`config.mk`:
```
export PLATFORM = sky130hd
export DESIGN_NAME = deque_with_middle_read
export DESIGN_NICKNAME = d
export VERILOG_FILES = /design/src/sv/dqmr_pkg.sv /design/src/sv/dqmr_cell.sv /design/src/sv/dqmr_ctrl.sv /design/src/sv/deque_with_middle_read.sv
export SDC_FILE = /design/constraint.sdc
export NUM_CORES = 1
export LEC_CHECK = 0
export BUFFER_PORTS_ARGS = -buffer_cell sky130_fd_sc_hd__buf_2
export CORE_AREA = 3 3 239 241
export DETAILED_ROUTE_END_ITERATION = 10
export DIE_AREA = 0 0 242 244
export HOLD_SLACK_MARGIN = 0.02
export PLACE_DENSITY = 0.68
export SKIP_LAST_GASP = 1
export SYNTH_ARGS = -nofsm -noshare
export SYNTH_HDL_FRONTEND = slang
export SYNTH_SLANG_ARGS = --single-unit
```
`constraint.sdc`:
```
create_clock -name clock -period 6.6 [get_ports clock]
set_input_delay 0 -clock clock [delete_from_list [all_inputs] [get_ports clock]]
set_output_delay 0 -clock clock [all_outputs]
set_load 0.05 [all_outputs]
```
`src/sv/dqmr_pkg.sv`:
```
// Shared types and codes for the deque with middle read.
// Holds the request and response payload structs, opcode and status codes,
// and the control structs passed between the controller, the cells and the top level.
package dqmr_pkg;

   localparam logic [2:0] OP_PUSH_FRONT = 3'd0;
   localparam logic [2:0] OP_PUSH_BACK  = 3'd1;
   localparam logic [2:0] OP_POP_FRONT  = 3'd2;
   localparam logic [2:0] OP_POP_BACK   = 3'd3;
   localparam logic [2:0] OP_QUERY      = 3'd4;

   localparam logic [1:0] ST_DONE  = 2'd0;
   localparam logic [1:0] ST_FULL  = 2'd1;
   localparam logic [1:0] ST_EMPTY = 2'd2;

   typedef struct packed {
      logic [2:0]         opcode;
      logic signed [31:0] value;
   } req_type;

   typedef struct packed {
      logic signed [31:0] middle_value;
      logic               is_empty;
      logic [1:0]         status;
   } rsp_type;

   typedef struct packed {
      logic shift_right;
      logic shift_left;
   } cell_cmd_type;

   typedef struct packed {
      logic       strobe;
      logic       is_empty;
      logic [1:0] status;
   } ctrl_status_type;

endpackage

```
`src/sv/dqmr_cell.sv`:
```
// One storage cell of the deque row.
// Depends on dqmr_pkg for the shift command struct; takes data from either
// neighbor, loads a pushed value, or holds.
module dqmr_cell (
   input  logic                  clock,
   input  dqmr_pkg::cell_cmd_type cmd,
   input  logic                  load,
   input  logic signed [31:0]    load_value,
   input  logic signed [31:0]    left_data,
   input  logic signed [31:0]    right_data,
   output logic signed [31:0]    data
);
   import dqmr_pkg::*;

   logic signed [31:0] data_ff;
   logic signed [31:0] data_in;

   always_comb begin
      priority if (load) begin
         data_in = load_value;
      end else if (cmd.shift_right) begin
         data_in = left_data;
      end else if (cmd.shift_left) begin
         data_in = right_data;
      end else begin
         data_in = data_ff;
      end
   end

   always_ff @(posedge clock) begin
      data_ff <= data_in;
   end

   assign data = data_ff;

endmodule

```
`src/sv/dqmr_ctrl.sv`:
```
// Controller of the deque: element count, row shift commands and load select.
// Depends on dqmr_pkg for opcodes, status codes and the control structs.
// The middle element always sits in the center cell of the row.
module dqmr_ctrl #(
   parameter int DEPTH = 16
) (
   input  logic                     clock,
   input  logic                     reset,
   input  logic                     accept,
   input  logic [2:0]               opcode,
   output dqmr_pkg::cell_cmd_type   cmd,
   output logic [DEPTH-1:0]         load_sel,
   output dqmr_pkg::ctrl_status_type ctrl_status
);
   import dqmr_pkg::*;

   localparam int CW = $clog2(DEPTH + 1);
   localparam int PW = $clog2(DEPTH);
   localparam logic [CW:0] CENTER = (CW + 1)'(DEPTH / 2);
   localparam logic [CW-1:0] FULL_COUNT = CW'(DEPTH);

   logic [CW-1:0] count_ff, count_in;
   logic [1:0]    status_ff, status_in;
   logic          strobe_ff;

   logic [CW-1:0] half, upper;
   logic [CW:0]   lo, lo_m1, hi_p1, hi, pos;
   logic          load_en;
   logic          odd;

   assign half  = count_ff >> 1;
   assign upper = count_ff - half;
   assign lo    = CENTER - {1'b0, half};
   assign lo_m1 = lo - (CW + 1)'(1);
   assign hi_p1 = CENTER + {1'b0, upper};
   assign hi    = hi_p1 - (CW + 1)'(1);
   assign odd   = count_ff[0];

   always_comb begin
      count_in        = count_ff;
      status_in       = ST_DONE;
      cmd.shift_right = 1'b0;
      cmd.shift_left  = 1'b0;
      load_en         = 1'b0;
      pos             = lo;
      if (accept) begin
         unique case (opcode)
            OP_PUSH_FRONT: begin
               if (count_ff == FULL_COUNT) begin
                  status_in = ST_FULL;
               end else begin
                  count_in = count_ff + CW'(1);
                  load_en  = 1'b1;
                  if (odd) begin
                     pos = lo_m1;
                  end else begin
                     cmd.shift_right = 1'b1;
                     pos             = lo;
                  end
               end
            end
            OP_PUSH_BACK: begin
               if (count_ff == FULL_COUNT) begin
                  status_in = ST_FULL;
               end else begin
                  count_in = count_ff + CW'(1);
                  load_en  = 1'b1;
                  if (odd) begin
                     cmd.shift_left = 1'b1;
                     pos            = hi;
                  end else begin
                     pos = hi_p1;
                  end
               end
            end
            OP_POP_FRONT: begin
               if (count_ff == '0) begin
                  status_in = ST_EMPTY;
               end else begin
                  count_in       = count_ff - CW'(1);
                  cmd.shift_left = odd;
               end
            end
            OP_POP_BACK: begin
               if (count_ff == '0) begin
                  status_in = ST_EMPTY;
               end else begin
                  count_in        = count_ff - CW'(1);
                  cmd.shift_right = !odd;
               end
            end
            default: begin
               status_in = ST_DONE;
            end
         endcase
      end
   end

   for (genvar k = 0; k < DEPTH; k++) begin : g_sel
      assign load_sel[k] = load_en && (pos[PW-1:0] == PW'(k));
   end

   always_ff @(posedge clock) begin
      if (reset) begin
         count_ff  <= '0;
         status_ff <= ST_DONE;
         strobe_ff <= 1'b0;
      end else begin
         count_ff  <= count_in;
         status_ff <= status_in;
         strobe_ff <= accept;
      end
   end

   assign ctrl_status.strobe   = strobe_ff;
   assign ctrl_status.is_empty = (count_ff == '0);
   assign ctrl_status.status   = status_ff;

`ifndef ASSERT_OFF
   a_count_bound: assert property (@(posedge clock) disable iff (reset)
      count_ff <= FULL_COUNT)
      else $error("element count above depth");

   a_strobe_follows: assert property (@(posedge clock) disable iff (reset)
      accept |=> strobe_ff)
      else $error("accepted transaction without response strobe");

   a_full_reject: assert property (@(posedge clock) disable iff (reset)
      accept && count_ff == FULL_COUNT
      && (opcode == OP_PUSH_FRONT || opcode == OP_PUSH_BACK)
      |=> status_ff == ST_FULL && $stable(count_ff))
      else $error("push on full queue not rejected");

   a_single_load: assert property (@(posedge clock) disable iff (reset)
      $onehot0(load_sel))
      else $error("more than one cell loaded");
`endif

endmodule

```
`src/sv/deque_with_middle_read.sv`:
```
// Top level of the deque with middle read: a row of cells and its controller.
// Depends on dqmr_pkg, dqmr_cell and dqmr_ctrl.
//
// Usage: a transaction is taken at a rising edge where start is high and busy is
// low. busy is always low, so one transaction can be taken in every cycle.
// req_payload carries the opcode (push front, push back, pop front, pop back,
// query) and the value to push.
// Each transaction gives one response on rsp_payload, marked by rsp_strobe for
// exactly one cycle, in the cycle right after the transaction was taken; the
// throughput is one transaction per cycle.
// The response carries the middle element at index count/2 (0 when empty), the
// empty flag and a status: done, push rejected because full, or pop ignored.
// Storage is a row of DEPTH cells that shift toward either neighbor; the middle
// element always sits in the center cell, so no read mux is needed. The element
// count in the controller sets all shift decisions.
// The receiver cannot stall; every response must be taken when strobed.
// A synchronous reset empties the queue; cell contents are left as they are
// and are never read until written.
module deque_with_middle_read #(
   parameter int DEPTH = 16
) (
   input  logic               clock,
   input  logic               reset,
   input  logic               start,
   output logic               busy,
   input  dqmr_pkg::req_type  req_payload,
   output logic               rsp_strobe,
   output dqmr_pkg::rsp_type  rsp_payload
);
   import dqmr_pkg::*;

   localparam int CENTER = DEPTH / 2;

   logic                  accept;
   cell_cmd_type          cmd;
   logic [DEPTH-1:0]      load_sel;
   ctrl_status_type       ctrl_status;
   logic signed [31:0]    cell_data [DEPTH];

   assign busy   = 1'b0;
   assign accept = start && !busy;

   dqmr_ctrl #(
      .DEPTH(DEPTH)
   ) u_ctrl (
      .clock      (clock),
      .reset      (reset),
      .accept     (accept),
      .opcode     (req_payload.opcode),
      .cmd        (cmd),
      .load_sel   (load_sel),
      .ctrl_status(ctrl_status)
   );

   for (genvar k = 0; k < DEPTH; k++) begin : g_cell
      logic signed [31:0] left_data;
      logic signed [31:0] right_data;

      if (k == 0) begin : g_first
         assign left_data = cell_data[k];
      end else begin : g_inner_l
         assign left_data = cell_data[k-1];
      end

      if (k == DEPTH - 1) begin : g_last
         assign right_data = cell_data[k];
      end else begin : g_inner_r
         assign right_data = cell_data[k+1];
      end

      dqmr_cell u_cell (
         .clock     (clock),
         .cmd       (cmd),
         .load      (load_sel[k]),
         .load_value(req_payload.value),
         .left_data (left_data),
         .right_data(right_data),
         .data      (cell_data[k])
      );
   end

   assign rsp_strobe               = ctrl_status.strobe;
   assign rsp_payload.is_empty     = ctrl_status.is_empty;
   assign rsp_payload.status       = ctrl_status.status;
   assign rsp_payload.middle_value = ctrl_status.is_empty ? 32'sd0 : cell_data[CENTER];

`ifndef ASSERT_OFF
   a_empty_zero: assert property (@(posedge clock) disable iff (reset)
      rsp_strobe && rsp_payload.is_empty |-> rsp_payload.middle_value == 32'sd0)
      else $error("empty queue reports nonzero middle element");

   a_one_response: assert property (@(posedge clock) disable iff (reset)
      !accept |=> !rsp_strobe)
      else $error("response strobe without a transaction");

   a_empty_status: assert property (@(posedge clock) disable iff (reset)
      rsp_strobe && rsp_payload.status == ST_EMPTY |-> rsp_payload.is_empty)
      else $error("ignored pop on a queue that is not empty");
`endif

endmodule

```
# ---- Word-level counts from Yosys, hierarchy flattened
# Cells that the tools add are included.
dict set report word_totals {
  register_bits 520
  input_bits 38
  output_inout_bits 37
  wordCells 163
}
dict set report op_classes {
  addsub 7
  eq_ne 22
  muxes 72
  bitwise 1
  reduce_logical 42
}
# op count
set ops {}
lappend ops {{$mux W32} 48}
lappend ops {{$reduce_bool A3 Y1} 14}
lappend ops {{$eq A4 B4 Y1 const B} 8}
lappend ops {{$mux W4} 5}
lappend ops {{$eq A4 B3 Y1 const B} 4}
lappend ops {{$logic_and A1 B1 Y1} 16}
lappend ops {{$mux W1} 10}
lappend ops {{$mux W5} 2}
lappend ops {{$pmux W5 S2} 1}
lappend ops {{$eq A4 B2 Y1 const B} 2}
lappend ops {{$pmux W4 S2} 1}
lappend ops {{$sub A4 B1 Y4 const B} 2}
lappend ops {{$eq A3 B2 Y1 const B} 2}
lappend ops {{$reduce_bool A2 Y1} 3}
lappend ops {{$reduce_or A2 Y1} 3}
lappend ops {{$add A5 B1 Y5 const B} 1}
lappend ops {{$eq A5 B5 Y1 const B} 1}
lappend ops {{$logic_not A5 Y1} 1}
lappend ops {{$sub A5 B1 Y5 const B} 1}
lappend ops {{$add A4 B4 Y4 const A} 1}
lappend ops {{$eq A4 B1 Y1 const B} 1}
lappend ops {{$logic_not A4 Y1} 1}
lappend ops {{$mux W2} 2}
lappend ops {{$ne A2 B2 Y1 const B} 2}
lappend ops {{other kinds (11)} 12}

# ---- Depth between registers and ports, before layout
# Gate-level depths: netlist (run 1).
dict set report logic_depth {
  word_depth 11
  ltp_mapped 15
  mapped_depth_nobuf 12
}

# ---- By module
# From an unflattened synthesis (run 1), not the netlist that was laid out.
dict set report hier_totals {
  hier_cells 2413
  area_unflattened_um2 28139.5
}
# mod n_inst cells_each area_each_um2 seq_area_each_um2
set by_module_without_submodules {}
lappend by_module_without_submodules {dqmr_cell 16 140 1672.9 960.9}
lappend by_module_without_submodules {dqmr_ctrl 1 136 1139.8 160.2}
lappend by_module_without_submodules {deque_with_middle_read 1 37 234.0 0.0}

# ---- Worst setup path after synthesis (run 1)
# Ideal clock, no wire load.
dict set report synth_timing {
  path_type {reg-to-reg}
  startpoint {register u_ctrl.count_ff[1]}
  endpoint {register g_cell[10].u_cell.data_ff[0], enable pin}
  setup_time_ns 0.394
  t_arrival_ns 4.267
  t_required_ns 6.206
  slack_ns 1.939
  stages_incl_launch_ff 15
  n_path_buf 3
  period_less_slack_ns 4.661
  cell_sequence {dfxtp_1 > buf_2 > inv_1 > ha_1 > inv_1 > ha_1 > fa_1 > nor4b_1 > xnor3_1 > o21a_1 > a211o_1 > buf_6 > nor4_4 > buf_6 > nand2b_1}
}
dict set report synth_between {
  elab_chain_len 10
  word_cells_on_any_way 26
  classes_between {add/sub (5); eq/ne (2); mux (16); reduce/logical (3)}
}
# item line
set synth_lines {}
lappend synth_lines {{start, declared} dqmr_ctrl.sv:22} ;# logic [CW-1:0] count_ff, count_in;
lappend synth_lines {{start signal, assigned} dqmr_ctrl.sv:109} ;# count_ff <= count_in;
lappend synth_lines {{$sub A4 B4 Y4} dqmr_ctrl.sv:32} ;# assign upper = count_ff - half;
lappend synth_lines {{$add A4 B4 Y4} dqmr_ctrl.sv:35} ;# assign hi_p1 = CENTER + {1'b0, upper};
lappend synth_lines {{$sub A4 B1 Y4} dqmr_ctrl.sv:36} ;# assign hi = hi_p1 - (CW + 1)'(1);
lappend synth_lines {{$mux W4} dqmr_ctrl.sv:68} ;# if (odd) begin
lappend synth_lines {{$mux W4} dqmr_ctrl.sv:63} ;# if (count_ff == FULL_COUNT) begin
lappend synth_lines {{$pmux W4 S2} dqmr_ctrl.sv:47} ;# unique case (opcode)
lappend synth_lines {{$mux W4} dqmr_ctrl.sv:46} ;# if (accept) begin
lappend synth_lines {{$eq A4 B4 Y1} dqmr_ctrl.sv:100} ;# assign load_sel[k] = load_en && (pos[PW-1:0] == PW'(k));
lappend synth_lines {{$logic_and A1 B1 Y1} dqmr_ctrl.sv:100}
lappend synth_lines {{$reduce_bool A3 Y1 (no source line) (*)} --}
lappend synth_lines {{end signal, assigned} dqmr_cell.sv:31} ;# data_ff <= data_in;
lappend synth_lines {{end, declared} dqmr_cell.sv:15} ;# logic signed [31:0] data_ff;
# Mark *: on every way between the ends. The rest lies on a longest branch, timed or not.
# A chain may end at the register's enable or synchronous reset.

# ---- Final worst setup path (run 1)
dict set report layout_timing {
  startpoint {register u_ctrl.count_ff[1]}
  endpoint {register g_cell[5].u_cell.data_ff[24], enable pin}
}
dict set report layout_between {
  elab_chain_len 10
  word_cells_on_any_way 26
  classes_between {add/sub (5); eq/ne (2); mux (16); reduce/logical (3)}
}
# item line
set layout_lines {}
lappend layout_lines {{$sub A4 B4 Y4} dqmr_ctrl.sv:32}
lappend layout_lines {{$add A4 B4 Y4} dqmr_ctrl.sv:35}
lappend layout_lines {{$sub A4 B1 Y4} dqmr_ctrl.sv:36}
lappend layout_lines {{$mux W4} dqmr_ctrl.sv:68}
lappend layout_lines {{$mux W4} dqmr_ctrl.sv:63}
lappend layout_lines {{$pmux W4 S2} dqmr_ctrl.sv:47}
lappend layout_lines {{$mux W4} dqmr_ctrl.sv:46}
lappend layout_lines {{$eq A4 B3 Y1} dqmr_ctrl.sv:100}
lappend layout_lines {{$logic_and A1 B1 Y1} dqmr_ctrl.sv:100}
lappend layout_lines {{$reduce_bool A3 Y1 (no source line) (*)} --}
lappend layout_lines {{end signal, assigned} dqmr_cell.sv:31}
lappend layout_lines {{end, declared} dqmr_cell.sv:15}
# Marks and branches as above.

==> results.ini, run 1 <==
[global_route]
grt.met2_usage_pct=39.1
overflow=0
grt-busiest-layer=met2
grt_pass1_vias=16570
grt_max_degree=144
grt_pass1_wl_mm=102
antenna_found_initial=1
use_met1_pct=29.2
grtUsageTotal_pct=22.5
grtUsageMet3_pct=3.50

[critical_path]
cp_num_buf_inv=2
worstPathArrival_ps=5260
crit_path_end_kind=flop
cp-start-kind=flop
crit_required_ps=6810
cp_max_fo=32
path_delay_family=simple AND/OR/NAND/NOR gates
path_cells=inv_1 -> ha_1 -> inv_1 -> ha_1 -> fa_1 -> nor4b_1 -> xnor3_1 -> o21a_1 -> a211o_1 -> nand3_2 -> nand2_2
r2r_slack_ps=1550
crit_type=reg -> reg
reg2reg_from=u_ctrl.count_ff[1]
slowest_stage=nand2_2
r2r_end=g_cell[5].u_cell.data[24]
r2r_cells=11
max_stage_delay_ps=980

[finish]
final_nets=1931
drive_above_1_share_pct=60.1
area_delta_synth_final_pct=10.6
finalInstanceArea_um2=31500
fin_util_pct=57.2
final_cells=2670
final_cell_mix=925 x mux2_2, 512 x edfxtp_1, 73 x buf_2
layout_commonest_cell=mux2_2
n_antenna_cell=0

[worst_hold_path]
hold_depth=2
holdCritStartpoint=req_payload[9]
hold_class=in -> reg
min_to=g_cell[10].u_cell.data[9]

[floorplanning]
fp.dieH_um=244
io_pins=75
dieArea_um2=59000
core-area_um2=55100
fp-row-count=86
initial_utilization_pct=51.7
die_x_um=242

[logic_synthesis]
yosysUniqueCellTypes=60
synth_top_family_by_area=multiplexers
async_reset_ff_share_pct=0
synthesis.area_um2=28500
synth_simple_gate_area_share_pct=2.48
syn_nets=1876
muxShareOfSynthArea_pct=38.3
synth_compound_area_share_pct=1.01
synth-xor-area-share_pct=0.531
ys_seq_elements=520
synthesis.instances=1825
synth_top_flop_cell=edfxtp_1
yosysSeqAreaShare_pct=54.5
yosysWarnings=0
avgSynthCellArea_um2=15.6
synth_adder_area_share_pct=0.623
synth-edff-count=512

[cts]
clk_path_buf_depth=3
post_cts_resized=0
numCtsBuffers=57
clkSinkCount=520
postCtsSetupBuffers=0
cts_tree=done
clkTransAtPathRegs_ps=60
root_buffer=clkbuf_16
clk_latency_ps=610
h-tree-depth=2

[sta]
fin_setup_tns_ps=0
fmax_ghz=0.198
worst_pin_slew_ps=1150
period_share_pct=76.5
rsz0062_at_grt=false
fin_crit_ps=5050
finalSetupViolCount=0
slew_headroom_pct=23.3
hold_violations=0
fin_skew_ps=21.4
slew_violations=0

[power]
leakage_uw=0.0107
irDropWorstVdd_mv=0.221
power_density_nw_per_um2=254

[routing]
dr_total_vias=15574
drt_iter0_markers=1079
antenna_left=0
via_per_inst=5.83
wl_mm=66.8
post_drt_wl_per_cell_um=25.0
drc_errors=0
drtPass1Iterations=6

[placed_design]
placed_area_um2=29500
gp_congestion=0.788
port_buffers=73
dp.cells=2534
dp_hpwl_mm=39.2

[flow_run]
maxCapViolations=0

[outcome]
status=complete, no violations

-- where the power goes --
group          total, uW  internal [uW]  switching (uW)  leakage, uW
clock network       2980           1690            1280     0.000825
logic               1090            485             603      0.00514
registers           3950           3860            87.8      0.00473
total               8010           6040            1980       0.0107
-- worst max path at each step --
stage / from / endpoint / slack, ps / cells after the start
finish: u_ctrl.count_ff[1] / g_cell[5].u_cell.data[24] / 1550 / 11
global route: u_ctrl.count_ff[1] / g_cell[5].u_cell.data[24] / 1240 / 11
CTS: u_ctrl.count_ff[1] / g_cell[5].u_cell.data[28] / 1560 / 11
detailed placement: u_ctrl.count_ff[1] / g_cell[5].u_cell.data[16] / 1590 / 11
global placement: u_ctrl.count_ff[1] / g_cell[5].u_cell.data[16] / 1700 / 11
floorplan: u_ctrl.count_ff[1] / g_cell[10].u_cell.data[0] / 1940 / 14
-- worst reg2reg max path, cell delays in order, from the launching register on --
cell	delay, ps
dfxtp_1	640
inv_1	130
ha_1	360
inv_1	60
ha_1	190
fa_1	510
nor4b_1	340
xnor3_1	250
o21a_1	160
a211o_1	470
nand3_2	570
nand2_2	980
-- cell families after synthesis --
logic type,Yosys count
compound gates,41
xor+xnor,14
fa+ha+maj,13
buf+inv,158
flops,520
mux,962
other cells,1
simple gates,116
-- metrics by stage --
stage          total power [uW]  setup WS, ps  hold WS [ps]
2_1_floorplan              4780          1940          69.1
3_3_place_gp               5060          1700           259
3_5_place_dp               5090          1590           269
4_1_cts                    8090          1560          26.0
5_1_grt                    8310          1240          43.7
6_report                   8010          1550          54.5
-- final cells by class --
type,instances,area [um2]
clock inverter,27,199
sequential,520,15500
inverter,13,48.8
multi-input combinational,1147,12300
fill,4404,23600
clock buffer,74,1490
timing repair buffer,141,1000
tap,748,936
-- state kept, by name, summed over array words and instances, names as in the netlist --
| signal | count |
|---|---|
| u_ctrl.strobe_ff | 1 |
| u_ctrl.count_ff | 5 |
| u_ctrl.status_ff | 2 |
| g_cell.u_cell.data | 512 |
-- layer usage --
metal	up-vias	part of all wire [%]
met5	-	0
met4	0	2.7
met2	367	49
li1	7176	-
met3	117	4.8
met1	7914	43
-- synthesized netlist by cell type (3+ instances only) --
library cell	count	area share, %
buf_6	6	0.24
mux2_4	20	1.1
xor2_1	3	0.092
and3_1	3	0.066
buf_1	14	0.18
mux2_2	925	37
xnor2_1	8	0.25
or3_1	3	0.066
a31oi_1	3	0.066
a21oi_1	9	0.16
nor3_1	7	0.12
nand2_1	20	0.26
ha_1	11	0.48
dfxtp_1	8	0.56
nor3b_1	3	0.079
o21ai_0	5	0.088
and2_1	33	0.72
clkbuf_1	58	0.76
mux2_1	15	0.59
nand3_1	7	0.12
nor2_1	11	0.14
buf_2	61	1.1
edfxtp_1	512	54
nand2b_1	7	0.15
o211ai_1	5	0.13
buf_4	6	0.16
nor2b_1	5	0.11
inv_1	13	0.17
nand3_2	4	0.14
-- what timing repair did --
action                     4_1_cts  5_1_grt
hold endpoints to repair       504        0
hold buffers                    35        0
setup endpoints to repair        0        0
(Power assumes the default switching activity.)
==> run 2: changes to the inputs <==
--- a/config.mk
+++ b/config.mk
@@ -10,7 +10,7 @@
 export DETAILED_ROUTE_END_ITERATION = 10
 export DIE_AREA = 0 0 242 244
 export HOLD_SLACK_MARGIN = 0.02
-export PLACE_DENSITY = 0.68
+export PLACE_DENSITY = 0.7
 export SKIP_LAST_GASP = 1
 export SYNTH_ARGS = -nofsm -noshare
 export SYNTH_HDL_FRONTEND = slang
==> constraint.sdc (replaced) <==
create_clock -name clock -period 4.35 [get_ports clock]
set_input_delay 0 -clock clock [delete_from_list [all_inputs] [get_ports clock]]
set_output_delay 0 -clock clock [all_outputs]
set_load 0.05 [all_outputs]
==> run 2 against run 1 <==
Against the previous run: clock power increased by 58%; highest routed layer unchanged; sequential share of layout area down 1.2 points; count of clock-buffer cells in the layout is 3 lower; register-to-register slack got worse by 1300 ps; sequential cell count did not move; hold slack improved by 160 ps; global-route usage rose by 0.97 points; critical path depth grew 2; sequential power is 51% higher; largest power group unchanged; final cell count increased by 2.1%; clock skew rose by 5.1 ps; largest cell class unchanged; design area is 2.4% higher.
==> results.ini, run 2 (synthesized netlist as in run 1, its figures left out) <==
[outcome]
status=complete, no violations  ; unchanged

[floorplanning]
dieArea_um2=59000  ; unchanged
die_x_um=242  ; unchanged
fp-row-count=86  ; unchanged
io_pins=75  ; unchanged
core-area_um2=55100  ; unchanged
fp.dieH_um=244  ; unchanged
initial_utilization_pct=51.7  ; unchanged

[finish]
num-fill-cells=4373  ; was 4,404
drive_above_1_share_pct=61.2  ; was 60.1%
layout_commonest_cell=mux2_2  ; unchanged
area_delta_synth_final_pct=13.4  ; was 10.6%
final_nets=1983  ; was 1,931
final_cell_mix=925 x mux2_2, 512 x edfxtp_1, 73 x buf_2  ; unchanged
n_antenna_cell=0  ; unchanged
largest_reg_flops=512  ; unchanged
fin_util_pct=58.6  ; was 57.2%

[routing]
drtPass1Iterations=7  ; was 6
antenna_left=0  ; unchanged
post_drt_wl_per_cell_um=25.4  ; was 25.0 um
drt_iter0_markers=1081  ; was 1,079
via_per_inst=5.83  ; about the same
wl_mm=69.2  ; was 66.8 mm
drc_errors=0  ; unchanged
dr_total_vias=15905  ; was 15,574

[power]
power_density_nw_per_um2=384  ; was 254 nW/um2
leakage_uw=0.0111  ; was 0.0107 uW
irDropWorstVdd_mv=0.344  ; was 0.221 mV

[cts]
clk_path_buf_depth=3  ; unchanged
clkTransAtPathRegs_ps=60  ; about the same
root_buffer=clkbuf_16  ; unchanged
numCtsBuffers=57  ; unchanged
postCtsSetupBuffers=0  ; unchanged
h-tree-depth=2  ; unchanged
cts_tree=done  ; unchanged
clk_latency_ps=610  ; about the same
clkSinkCount=520  ; unchanged

[sta]
fin_crit_ps=4070  ; was 5050 ps
period_share_pct=93.5  ; was 76.5%
fin_skew_ps=26.5  ; was 21.4 ps
slew_violations=0  ; unchanged
worst_pin_slew_ps=978  ; was 1150 ps
finalSetupViolCount=0  ; unchanged
fin_setup_tns_ps=0  ; unchanged
rsz0062_at_grt=false  ; unchanged
slew_headroom_pct=34.8  ; was 23.3%
fmax_ghz=0.246  ; was 0.198 GHz
hold_violations=0  ; unchanged

[critical_path]
path_delay_family=adder cells  ; was simple AND/OR/NAND/NOR gates
r2r_slack_ps=280  ; was 1550 ps
max_stage_delay_ps=520  ; was 980 ps
path_cells=inv_1 -> ha_1 -> inv_1 -> ha_1 -> fa_1 -> nor4b_2 -> xnor3_1 -> o21a_1 -> a211o_1 -> nor4_4 -> buf_12 -> buf_4 -> mux2_4  ; was inv_1 -> ha_1 -> inv_1 -> ha_1 -> fa_1 -> nor4b_1 -> xnor3_1 -> o21a_1 -> a211o_1 -> nand3_2 -> nand2_2
cp_num_buf_inv=4  ; was 2
crit_type=reg -> reg  ; unchanged
cp_max_fo=19  ; was 32
crit_required_ps=4710  ; was 6810 ps
cp-start-kind=flop  ; unchanged
worstPathArrival_ps=4430  ; was 5260 ps
crit_path_end_kind=flop  ; unchanged
slowest_stage=fa_1  ; was nand2_2

[global_route]
grtUsageTotal_pct=23.5  ; was 22.5%
overflow=0  ; unchanged
grt_pass1_wl_mm=106  ; was 102 mm
grt_pass1_vias=16806  ; was 16,570
grt_max_degree=136  ; was 144
antenna_found_initial=0  ; was 1

[placed_design]
port_buffers=73  ; unchanged
dp_hpwl_mm=43.4  ; was 39.2 mm
gp_congestion=0.816  ; was 0.788

[worst_hold_path]
hold_class=in -> reg  ; unchanged

[flow_run]
maxCapViolations=0  ; unchanged

run 2: changes by cell type in the layout (fill, tap and decap cells not counted):
| cell | change |
|---|---|
| bufinv_16 | +2 |
| nor4b_2 | +1 |
| dlygate4sd3_1 | +2 |
| nor4b_1 | -1 |
| clkbuf_1 | -5 |
| clkinv_2 | +1 |
| buf_4 | +29 |
| buf_12 | +20 |
| clkbuf_16 | +2 |
| buf_6 | +1 |
| clkinv_1 | +5 |
run 2: tightest hold or removal path, stage by stage:
cell	delay [ps]
dlygate4sd3_1	540
buf_2	170
a21oi_1	50
run 2: final timing paths:
check                                                start                          to  cells past startpoint
worst max register to register          u_ctrl.count_ff[2]   g_cell[10].u_cell.data[5]                     13
worst min-delay path                                 reset          u_ctrl.count_ff[4]                      3
worst min register to register  g_cell[14].u_cell.data[16]  g_cell[15].u_cell.data[16]                      1
worst max-delay path                    u_ctrl.count_ff[2]   g_cell[10].u_cell.data[5]                     13
run 2: area by class of cell:
| type | count | area [um2] | area share [%] |
|---|---|---|---|
| sequential | 520 | 15500 | 48.1 |
| multi-input combinational | 1147 | 12300 | 38.2 |
| clock inverter | 35 | 283 | 0.875 |
| clock buffer | 71 | 1520 | 4.71 |
| timing repair buffer | 193 | 1650 | 5.11 |
| tap | 748 | 936 | 2.90 |
| inverter | 13 | 48.8 | 0.151 |
run 2: power breakdown:
part           switching (uW)  total (uW)  internal [uW]  leakage (uW)
sequential                127        5980           5850       0.00473
clock                    1950        4710           2760      0.000884
combinational             944        1740            794       0.00548
run 2: through the flow:
step	std cells	setup WS (ps)	area, um2	hold WS, ps	power (uW)
2_1_floorplan	1825	-28.0	28500	69.1	7260
3_3_place_gp	2584	199	30100	254	7740
3_5_place_dp	2584	134	30100	258	7790
4_1_cts	2727	124	32300	157	12600
5_1_grt	2727	42.0	32300	255	12900
6_report	2727	281	32300	210	12400
run 2: timing repair:
action / CTS / global route
endpoints found under the setup margin: 0 / 77
hold buffers: 37 / 0
gates resized for setup: 0 / 2
endpoints found under the hold margin: 520 / 0
run 2: layer usage:
layer  wire [um]  global-route usage (%)  up-vias
met2       34000                    39.8      391
met3        3120                    2.96       97
met5           0                       0        -
li1            -                       -     7277
met4        1730                    6.58        0
met1       30400                    32.0     8140
==> run 3: changes to the inputs <==
--- a/config.mk
+++ b/config.mk
@@ -10,7 +10,7 @@
 export DETAILED_ROUTE_END_ITERATION = 10
 export DIE_AREA = 0 0 242 244
 export HOLD_SLACK_MARGIN = 0.02
-export PLACE_DENSITY = 0.7
+export PLACE_DENSITY_LB_ADDON = 0.3
 export SKIP_LAST_GASP = 1
 export SYNTH_ARGS = -nofsm -noshare
 export SYNTH_HDL_FRONTEND = slang
==> run 3 against run 2 <==
Against the previous run: core utilization fell by 0.17 points; combinational power about the same; worst setup slack got worse by 96 ps; final cell count decreased by 0.33%; clock power down 4%; sequential share of layout area grew 0.14 points; die area unchanged; hold slack got worse by 10 ps; critical path depth unchanged; fmax shrank 2.3%; sequential cell count unchanged; via count about the same; largest cell class unchanged; largest power group unchanged.
==> results.ini, run 3 (synthesized netlist as in run 1, its figures left out) <==
[finish]
final_cell_mix=925 x mux2_2, 512 x edfxtp_1, 73 x buf_2  ; unchanged
finalInstanceArea_um2=32200  ; was 32,300 um2
layout_commonest_cell=mux2_2  ; unchanged
final_nets=1977  ; was 1,983
n_antenna_cell=0  ; unchanged
largest_reg_flops=512  ; unchanged
num-fill-cells=4276  ; was 4,373
drive_above_1_share_pct=61.6  ; was 61.2%
fin_util_pct=58.5  ; was 58.6%
area_delta_synth_final_pct=13.0  ; was 13.4%

[critical_path]
crit_type=reg -> reg  ; unchanged
crit_required_ps=4640  ; was 4710 ps
cp-start-kind=flop  ; unchanged
max_stage_delay_ps=520  ; about the same
crit_start=u_ctrl.count_ff[2]  ; unchanged
cp_max_fo=24  ; was 19
path_cells=inv_1 -> ha_1 -> inv_1 -> ha_1 -> fa_1 -> nor4b_1 -> xnor3_1 -> o21a_1 -> a211o_2 -> nor4_4 -> clkbuf_16 -> nand2b_2 -> buf_12  ; was inv_1 -> ha_1 -> inv_1 -> ha_1 -> fa_1 -> nor4b_2 -> xnor3_1 -> o21a_1 -> a211o_1 -> nor4_4 -> buf_12 -> buf_4 -> mux2_4
worstPathArrival_ps=4450  ; was 4430 ps
reg2reg_from=u_ctrl.count_ff[2]  ; unchanged
crit_path_end_kind=flop  ; unchanged
slowest_stage=fa_1  ; unchanged

[floorplanning]
die_x_um=242  ; unchanged
io_pins=75  ; unchanged
core-area_um2=55100  ; unchanged
fp-row-count=86  ; unchanged
initial_utilization_pct=51.7  ; unchanged
dieArea_um2=59000  ; unchanged
fp.dieH_um=244  ; unchanged

[routing]
post_drt_wl_per_cell_um=25.0  ; was 25.4 um
drc_errors=0  ; unchanged
wl_mm=67.8  ; was 69.2 mm
dr_total_vias=15916  ; was 15,905
drtPass1Iterations=5  ; was 7
drt_iter0_markers=1057  ; was 1,081
via_per_inst=5.86  ; was 5.83
antenna_left=0  ; unchanged

[cts]
h-tree-depth=2  ; unchanged
clkSinkCount=520  ; unchanged
clk_latency_ps=610  ; about the same
clk_path_buf_depth=3  ; unchanged
root_buffer=clkbuf_16  ; unchanged
cts_tree=done  ; unchanged
numCtsBuffers=56  ; was 57
clkTransAtPathRegs_ps=60  ; about the same

[worst_hold_path]
holdCritStartpoint=reset  ; unchanged
hold_class=in -> reg  ; unchanged

[sta]
fin_ws_ps=186  ; was 281 ps
rsz0062_at_grt=false  ; unchanged
fmax_ghz=0.240  ; was 0.246 GHz
fin_crit_ps=4160  ; was 4070 ps
fin_skew_ps=17.4  ; was 26.5 ps
period_share_pct=95.7  ; was 93.5%
slew_headroom_pct=27.0  ; was 34.8%
worst_pin_slew_ps=1090  ; was 978 ps
finalSetupViolCount=0  ; unchanged
slew_violations=0  ; unchanged
whs_ps=200  ; was 210 ps
fin_setup_tns_ps=0  ; unchanged
hold_violations=0  ; unchanged

[placed_design]
port_buffers=73  ; unchanged
dp_hpwl_mm=42.8  ; was 43.4 mm
dp_slack_ps=119  ; was 134 ps
gp_congestion=0.868  ; was 0.816
placed_area_um2=30100  ; unchanged

[global_route]
grt_pass1_wl_mm=103  ; was 106 mm
antenna_found_initial=1  ; was 0
grt_max_degree=116  ; was 136
overflow=0  ; unchanged
grtUsageTotal_pct=22.6  ; was 23.5%
grt_pass1_vias=16734  ; was 16,806

[power]
irDropWorstVdd_mv=0.282  ; was 0.344 mV
power_density_nw_per_um2=380  ; was 384 nW/um2
leakage_uw=0.0111  ; about the same

[flow_run]
maxCapViolations=0  ; unchanged

[outcome]
status=complete, no violations  ; unchanged

-- run 3: cell count changes in the layout (fill, tap and decap cells not counted) --
cell,before,now
a211o_1,1,0
a211o_2,0,1
buf_12,23,25
buf_4,59,52
bufinv_16,5,3
clkbuf_1,12,8
clkbuf_16,59,58
clkinv_1,20,14
clkinv_2,8,16
clkinvlp_4,0,3
dlygate4sd3_1,37,36
inv_6,2,1
nor4b_1,0,1
nor4b_2,1,0
-- run 3: routing by layer --
| metal | GRT usage [%] | share of wire (%) |
|---|---|---|
| met1 | 30.7 | 45 |
| met2 | 38.4 | 49 |
| met3 | 2.54 | 3.5 |
| met4 | 6.67 | 2.6 |
| met5 | 0 | 0 |
-- run 3: path summary, 6_finish.rpt --
kind / endpoint / slack (ps) / depth (start not counted)
setup reg to reg: g_cell[10].u_cell.data[14] / 190 / 13
hold reg to reg: g_cell[15].u_cell.data[8] / 570 / 1
hold / removal: u_ctrl.count_ff[3] / 200 / 3
setup / recovery: g_cell[10].u_cell.data[14] / 190 / 13
-- run 3: layout make-up --
type	instances	area [um2]	area share (%)
repair buffers	188	1650	5.13
well taps	748	936	2.91
inverters	13	48.8	0.151
clock inverters	37	254	0.788
flip-flops and latches	520	15500	48.2
multi-input cells	1147	12300	38.3
clock buffers	65	1460	4.52
-- run 3: worst max-delay path, delay by kind of cell, from the launching register on --
family	cells	cell delay, ps
xor gates and xnor gates	1	280
AOI/OAI and AO/OA	2	610
adders and majority gates	3	1050
buffers and inverters	4	690
and+or+nand+nor	3	850
DFF	1	350
-- run 3: where the power goes --
part	switching, uW	leakage (uW)	internal, uW
clock	1970	0.000844	2560
sequential	128	0.00473	5850
combinational	941	0.00548	787
-- run 3: timing repair --
item                                   CTS  global route
setup endpoints to repair                0            73
endpoints found under the hold margin  520             0
buffers inserted                         0             0
hold buffers                            36             0
resized for setup                        0             2
-- run 3: per-stage QoR --
step / instances / power [uW]
6_report: 2718 / 12200
5_1_grt: 2718 / 12700
4_1_cts: 2717 / 12300
3_5_place_dp: 2579 / 7780
3_3_place_gp: 2579 / 7730
2_1_floorplan: 1825 / 7260
